`src/sv/imtm_pkg.sv`:
```
// shared types, widths and constants of the imu nearest timestamp matcher
// no dependencies; imported by every module of the block but imtm_ram
package imtm_pkg;

   localparam int DEPTH_DEFAULT = 64;

   localparam int TS_W    = 48;
   localparam int ACC_W   = 32;
   localparam int QUAT_W  = 16;
   localparam int CSR_W   = 32;
   localparam int CSR_IDX_W = 2;
   localparam int PL_W    = 3 * ACC_W + 4 * QUAT_W;

   localparam logic [CSR_W-1:0] TS_SHIFT_RESET        = 32'd0;
   localparam logic [CSR_W-1:0] BUFFER_WINDOW_RESET   = 32'd2000000;
   localparam logic [CSR_W-1:0] MATCH_THRESHOLD_RESET = 32'd200000;

   localparam logic FUNC_PUSH  = 1'b0;
   localparam logic FUNC_QUERY = 1'b1;

   typedef enum logic [CSR_IDX_W-1:0] {
      CSR_TS_SHIFT        = 2'd0,
      CSR_BUFFER_WINDOW   = 2'd1,
      CSR_MATCH_THRESHOLD = 2'd2
   } csr_index_type;

   typedef enum logic [3:0] {
      ST_IDLE,
      ST_PUSH_WR,
      ST_PUSH_RD,
      ST_PUSH_CMP,
      ST_Q_RD_OLD,
      ST_Q_CHK_OLD,
      ST_Q_CHK_NEW,
      ST_Q_SCAN,
      ST_Q_FETCH,
      ST_Q_DONE
   } state_type;

   typedef enum logic [1:0] {
      RD_OLDEST,
      RD_NEWEST,
      RD_SCAN
   } rd_sel_type;

   typedef struct packed {
      logic       load;
      logic       wr_push;
      logic       drop;
      logic       chk_old;
      logic       chk_new;
      logic       scan_init;
      logic       scan_run;
      logic       load_rsp;
      rd_sel_type rd_sel;
   } cmd_type;

   typedef struct packed {
      logic empty;
      logic drop_ok;
      logic fail;
      logic scan_done;
      logic out_free;
   } status_type;

   // two's complement negate, most negative value saturates
   function automatic logic [QUAT_W-1:0] neg_sat16(input logic [QUAT_W-1:0] v);
      logic [QUAT_W-1:0] r;
      if (v == {1'b1, {(QUAT_W-1){1'b0}}}) begin
         r = {1'b0, {(QUAT_W-1){1'b1}}};
      end else begin
         r = ~v + 1'b1;
      end
      return r;
   endfunction

endpackage

```
`src/sv/imtm_ctrl.sv`:
```
// sequencer for push, age trimming, span check, scan and result hand-off
// depends on imtm_pkg
module imtm_ctrl
   import imtm_pkg::*;
(
   input  logic       clock,
   input  logic       reset,
   input  logic       req_valid,
   output logic       req_ready,
   input  logic       req_func,
   input  status_type status,
   output cmd_type    cmd
);

   state_type state_ff, state_in;

   always_ff @(posedge clock) begin
      if (reset) begin
         state_ff <= ST_IDLE;
      end else begin
         state_ff <= state_in;
      end
   end

   always_comb begin
      state_in   = state_ff;
      cmd        = '0;
      cmd.rd_sel = RD_OLDEST;
      req_ready  = 1'b0;
      unique case (state_ff)
         ST_IDLE: begin
            req_ready = 1'b1;
            if (req_valid) begin
               cmd.load = 1'b1;
               if (req_func == FUNC_QUERY) begin
                  state_in = status.empty ? ST_Q_DONE : ST_Q_RD_OLD;
               end else begin
                  state_in = ST_PUSH_WR;
               end
            end
         end
         ST_PUSH_WR: begin
            cmd.wr_push = 1'b1;
            state_in    = ST_PUSH_RD;
         end
         ST_PUSH_RD: begin
            cmd.rd_sel = RD_OLDEST;
            state_in   = ST_PUSH_CMP;
         end
         ST_PUSH_CMP: begin
            if (status.drop_ok) begin
               cmd.drop = 1'b1;
               state_in = ST_PUSH_RD;
            end else begin
               state_in = ST_IDLE;
            end
         end
         ST_Q_RD_OLD: begin
            cmd.rd_sel = RD_OLDEST;
            state_in   = ST_Q_CHK_OLD;
         end
         ST_Q_CHK_OLD: begin
            cmd.chk_old = 1'b1;
            cmd.rd_sel  = RD_NEWEST;
            state_in    = ST_Q_CHK_NEW;
         end
         ST_Q_CHK_NEW: begin
            cmd.chk_new   = 1'b1;
            cmd.scan_init = 1'b1;
            state_in      = ST_Q_SCAN;
         end
         ST_Q_SCAN: begin
            if (status.fail) begin
               state_in = ST_Q_DONE;
            end else begin
               cmd.scan_run = 1'b1;
               cmd.rd_sel   = RD_SCAN;
               if (status.scan_done) begin
                  state_in = ST_Q_FETCH;
               end
            end
         end
         ST_Q_FETCH: begin
            state_in = ST_Q_DONE;
         end
         ST_Q_DONE: begin
            if (status.out_free) begin
               cmd.load_rsp = 1'b1;
               state_in     = ST_IDLE;
            end
         end
         default: begin
            state_in = ST_IDLE;
         end
      endcase
   end

endmodule

```
`config.mk`:
```
export PLATFORM = sky130hd
export DESIGN_NAME = imtm_ctrl
export DESIGN_NICKNAME = d
export VERILOG_FILES = /design/src/sv/imtm_pkg.sv /design/src/sv/imtm_ctrl.sv
export SDC_FILE = /design/constraint.sdc
export NUM_CORES = 1
export LEC_CHECK = 0
export BUFFER_PORTS_ARGS = -buffer_cell sky130_fd_sc_hd__buf_2
export CAP_MARGIN = 20
export CORE_AREA = 2 2 39 41
export DETAILED_ROUTE_END_ITERATION = 8
export DIE_AREA = 0 0 41 43
export PLACE_DENSITY = 0.63
export SYNTH_ARGS = -nofsm -noshare
export SYNTH_HDL_FRONTEND = slang
export SYNTH_SLANG_ARGS = --single-unit
```
`constraint.sdc`:
```
create_clock -name clock -period 1.9 [get_ports clock]
set_input_delay 0.38 -clock clock [delete_from_list [all_inputs] [get_ports clock]]
set_output_delay 0.38 -clock clock [all_outputs]
set_load 0.02 [all_outputs]
```
; ---- Word-level counts from Yosys, hierarchy flattened
; Cells that the tools add are included.
[word_totals]
register_bits = 4
output_inout_bits = 11
wordCells = 37
[op_classes]
mux = 22
eq_ne = 12
reduce_logical = 2
[ops]
columns = op, count
row1 = 4-bit case mux with 10 select lines, 1
row2 = 4-bit two-way mux, 6
row3 = 4-bit by 3-bit equality test with 1-bit output (second input constant), 4
row4 = 1-bit two-way mux, 11
row5 = 4-bit by 2-bit equality test with 1-bit output (second input constant), 2
row6 = 4-bit equality test (second input constant), 2
row7 = 2-bit two-way mux, 3
row8 = 4-bit by 1-bit equality test with 1-bit output (second input constant), 1
row9 = 4-bit zero test, 1
row10 = 2-bit != test (second input constant), 2
row11 = 2-bit case mux with 2 select lines, 1
row12 = 3-bit != test (second input constant), 1
row13 = 3-bit AND reduction, 1

; ---- Depth between registers and ports, before layout
[depth]
ltp_word = 4
mapped_depth = 6
depth_no_buf = 4

; ---- Worst setup path after synthesis
; OpenSTA, ideal clock, no wires.
[synth_timing]
path_type = register to output
start = reg state_ff[3]
end = out cmd[9] (netlist name)
required_time_ps = 1520
n_path_buf = 1
path_slack_ps = -63
path_stages_with_launch = 4
arrival_ps = 1583
cell_sequence = dfxtp_1 > buf_4 > nor4_1 > and2_1
[synth_lines]
columns = element, line_no
row1 = start: declaration, imtm_ctrl.sv:15  ; state_type state_ff, state_in;
row2 = start signal: assignment, imtm_ctrl.sv:21  ; state_ff <= state_in;
row3 = end: declaration, imtm_ctrl.sv:12  ; output cmd_type cmd

==> metrics.yaml <==
rsz0062_at_grt: "false"
portBuffers: 19
cp_data_arrival_time_ns: 1.37
grt_max_degree: 14
track_usage_pct: 12.15
top_register: "state_ff"
post-route-period-util_pct: 92.35
syn_inst: 49
period_minus_slack_ns: 1.755
nNetsFinal: 77
dr.pass1.iters: 4
fillerInstances: 162
reg.largest.list: "state_ff x4"
power_leakage_nw: 0.2197
ys_seq_elements: 4
gp_congestion: 0.7626
p_per_area_nw_per_um2: 1372
slew_headroom_pct: 71.38
yosys_warnings: 0
dr.first_iter.drc_count: 10
root_buffer: "clkbuf_4"
placed_area_um2: 450.4
hold_class: "primary input to flop"
timing.max_cap.violations: 0
dp.cells: 79
cts_max_path_buffers: 2
grt-ovfl-total: 0
peakVddDrop_uv: 457.9
status: "finished, final reports clean"
worstReg2RegStart: "state_ff[2]"
cts_sinks: 4
ys_seq_area_share_pct: 21.40
critical_path_required_ns: 1.52
wire_per_inst_um: 11.30
synth_nets: 58
endpoint_kind: "output pin"
final_cells: 82
hold_path_depth: 2
initial_core_util_pct: 27.03
wl_um: 927
multi_input_area_um2: 250.2
hold_violations: 0
grt_pass1_vias: 379
post-cts-setup-buffers: 0
drc: 0
path_class: "flop to output pin"
hold_start: "reset"
vias_per_cell: 5.110
worst_r2r_path_depth: 4
die_w_um: 41
tritoncts: "built"
antenna_found_initial: 0
ctsResizeCount: 0
critPathMaxFanout: 8
total_power_mw: 0.6575
r2r_end: "state_ff[3]"
diodes: 0
antenna_left: 0
die_y_um: 43
htreeDepth: 1
setup_viol: 0
io_pins: 20
worstHoldEndpoint: "state_ff[2]"
drv_slew: 0
areaGrowthSynthToFinish_pct: 28.09
syn-cell-area_um2: 374.1
die-area_um2: 1763
yosysUniqueCellTypes: 23
hold_buffers: 0
clkTransAtPathRegs_ns: 0.04
largest_register_ffs: 4
finish.instance_area_um2: 479.2
rows: 14
start_kind: "flop"
numCtsBuffers: 3
r2r_slack_ns: 0.40
final_layout_size_suffix_gt1_share_pct: 42.42
clk_latency_ns: 0.23
worstMarginPinSlew_ns: 0.4287
core_um2: 1384
max_freq_ghz: 0.5699
skew_ns: 0.002317
hpwl_um: 725.4
syn_avg_cell_area_um2: 7.635
grt_first_pass_wirelength_um: 1469
seqCellArea_um2: 80.08
via_count: 419
setup_tns_ns: 0
where the power goes:
part | internal [mW] | switching [mW]
registers | 0.114 | 0.0702
clock network | 0.0704 | 0.0311
logic | 0.162 | 0.210
per-stage QoR:
step                hold WS, ns  utilization (%)  setup slack [ns]
floorplan                0.4469                -            0.1226
global placement         0.5955            32.55            0.3566
detailed placement       0.5981            32.55            0.3347
finish                   0.3609            34.63            0.1453
CTS                      0.3474            34.18           0.08126
global route             0.3625            34.63           0.03488
cells by family (layout without fill, tap and decap cells):
kind of cell           after synthesis  count (layout)  synth area share, %
multiplexers                         1               1                2.676
AND/OR/NAND/NOR                     25              25                41.47
buffers and inverters                8              25                15.05
AO/OA/AOI/OAI                       11              11                19.40
flip-flops                           4               4                21.41
area by class of cell:
class,count,share of cell area [%]
inverter,3,2.350
tap,16,4.178
sequential,4,16.71
multi-input combinational,37,52.22
timing repair buffer,19,19.84
clock buffer,3,4.700
critical path, cell delays in order (launching register included):
cell and delay [ns]:
dfxtp_1 0.46, nand2b_1 0.22, nor4b_1 0.26, buf_2 0.21
per-layer routing:
| layer | track usage, % | routed length [um] | vias up |
|---|---|---|---|
| met1 | 11.90 | 372 | 183 |
| met2 | 21.25 | 468 | 22 |
| li1 | - | - | 214 |
| met5 | 0 | 0 | - |
| met3 | 2.094 | 86 | 0 |
| met4 | 8.000 | 0 | 0 |
synth_stat cells, drive strengths merged:
cell type / n / area, um2
nor3: 4 / 20.02
mux2i: 1 / 10.01
and2: 1 / 6.260
nand3: 1 / 5.000
or4: 1 / 11.26
nor4: 2 / 12.51
o31a: 2 / 17.52
nand2b: 3 / 26.27
inv: 3 / 11.26
dfxtp: 4 / 80.08
a21oi: 5 / 25.02
nor4b: 4 / 35.03
a31oi: 1 / 6.260
nand2: 2 / 10.01
o31ai: 1 / 7.510
a21o: 1 / 7.510
buf: 5 / 45.04
nor2: 7 / 28.78
o2bb2ai: 1 / 8.760
worst max path at each step:
stage | startpoint | to | slack (ns) | cells after the start
global route | state_ff[1] | cmd[7] | 0.03 | 3
CTS | state_ff[1] | cmd[7] | 0.08 | 3
global placement | state_ff[1] | cmd[7] | 0.36 | 3
floorplan | state_ff[1] | cmd[7] | 0.12 | 2
finish | state_ff[0] | cmd[2] | 0.15 | 3
detailed placement | state_ff[1] | cmd[7] | 0.33 | 3
cell usage in the layout, fill, tap and decap left out, drive strengths merged:
cell     netlist  layout
dfxtp          4       4
clkbuf         0       3
o31a           2       2
o31ai          1       1
nand2          2       2
a21oi          5       5
and2           1       1
a31oi          1       1
nor4           2       2
inv            3       3
o2bb2ai        1       1
nor4b          4       4
buf            5      19
mux2i          1       1
nand2b         3       3
a21o           1       1
nand3          1       1
nor3           4       4
nor2           7       7
or4            1       1
Power figures use the tool's default switching activity.
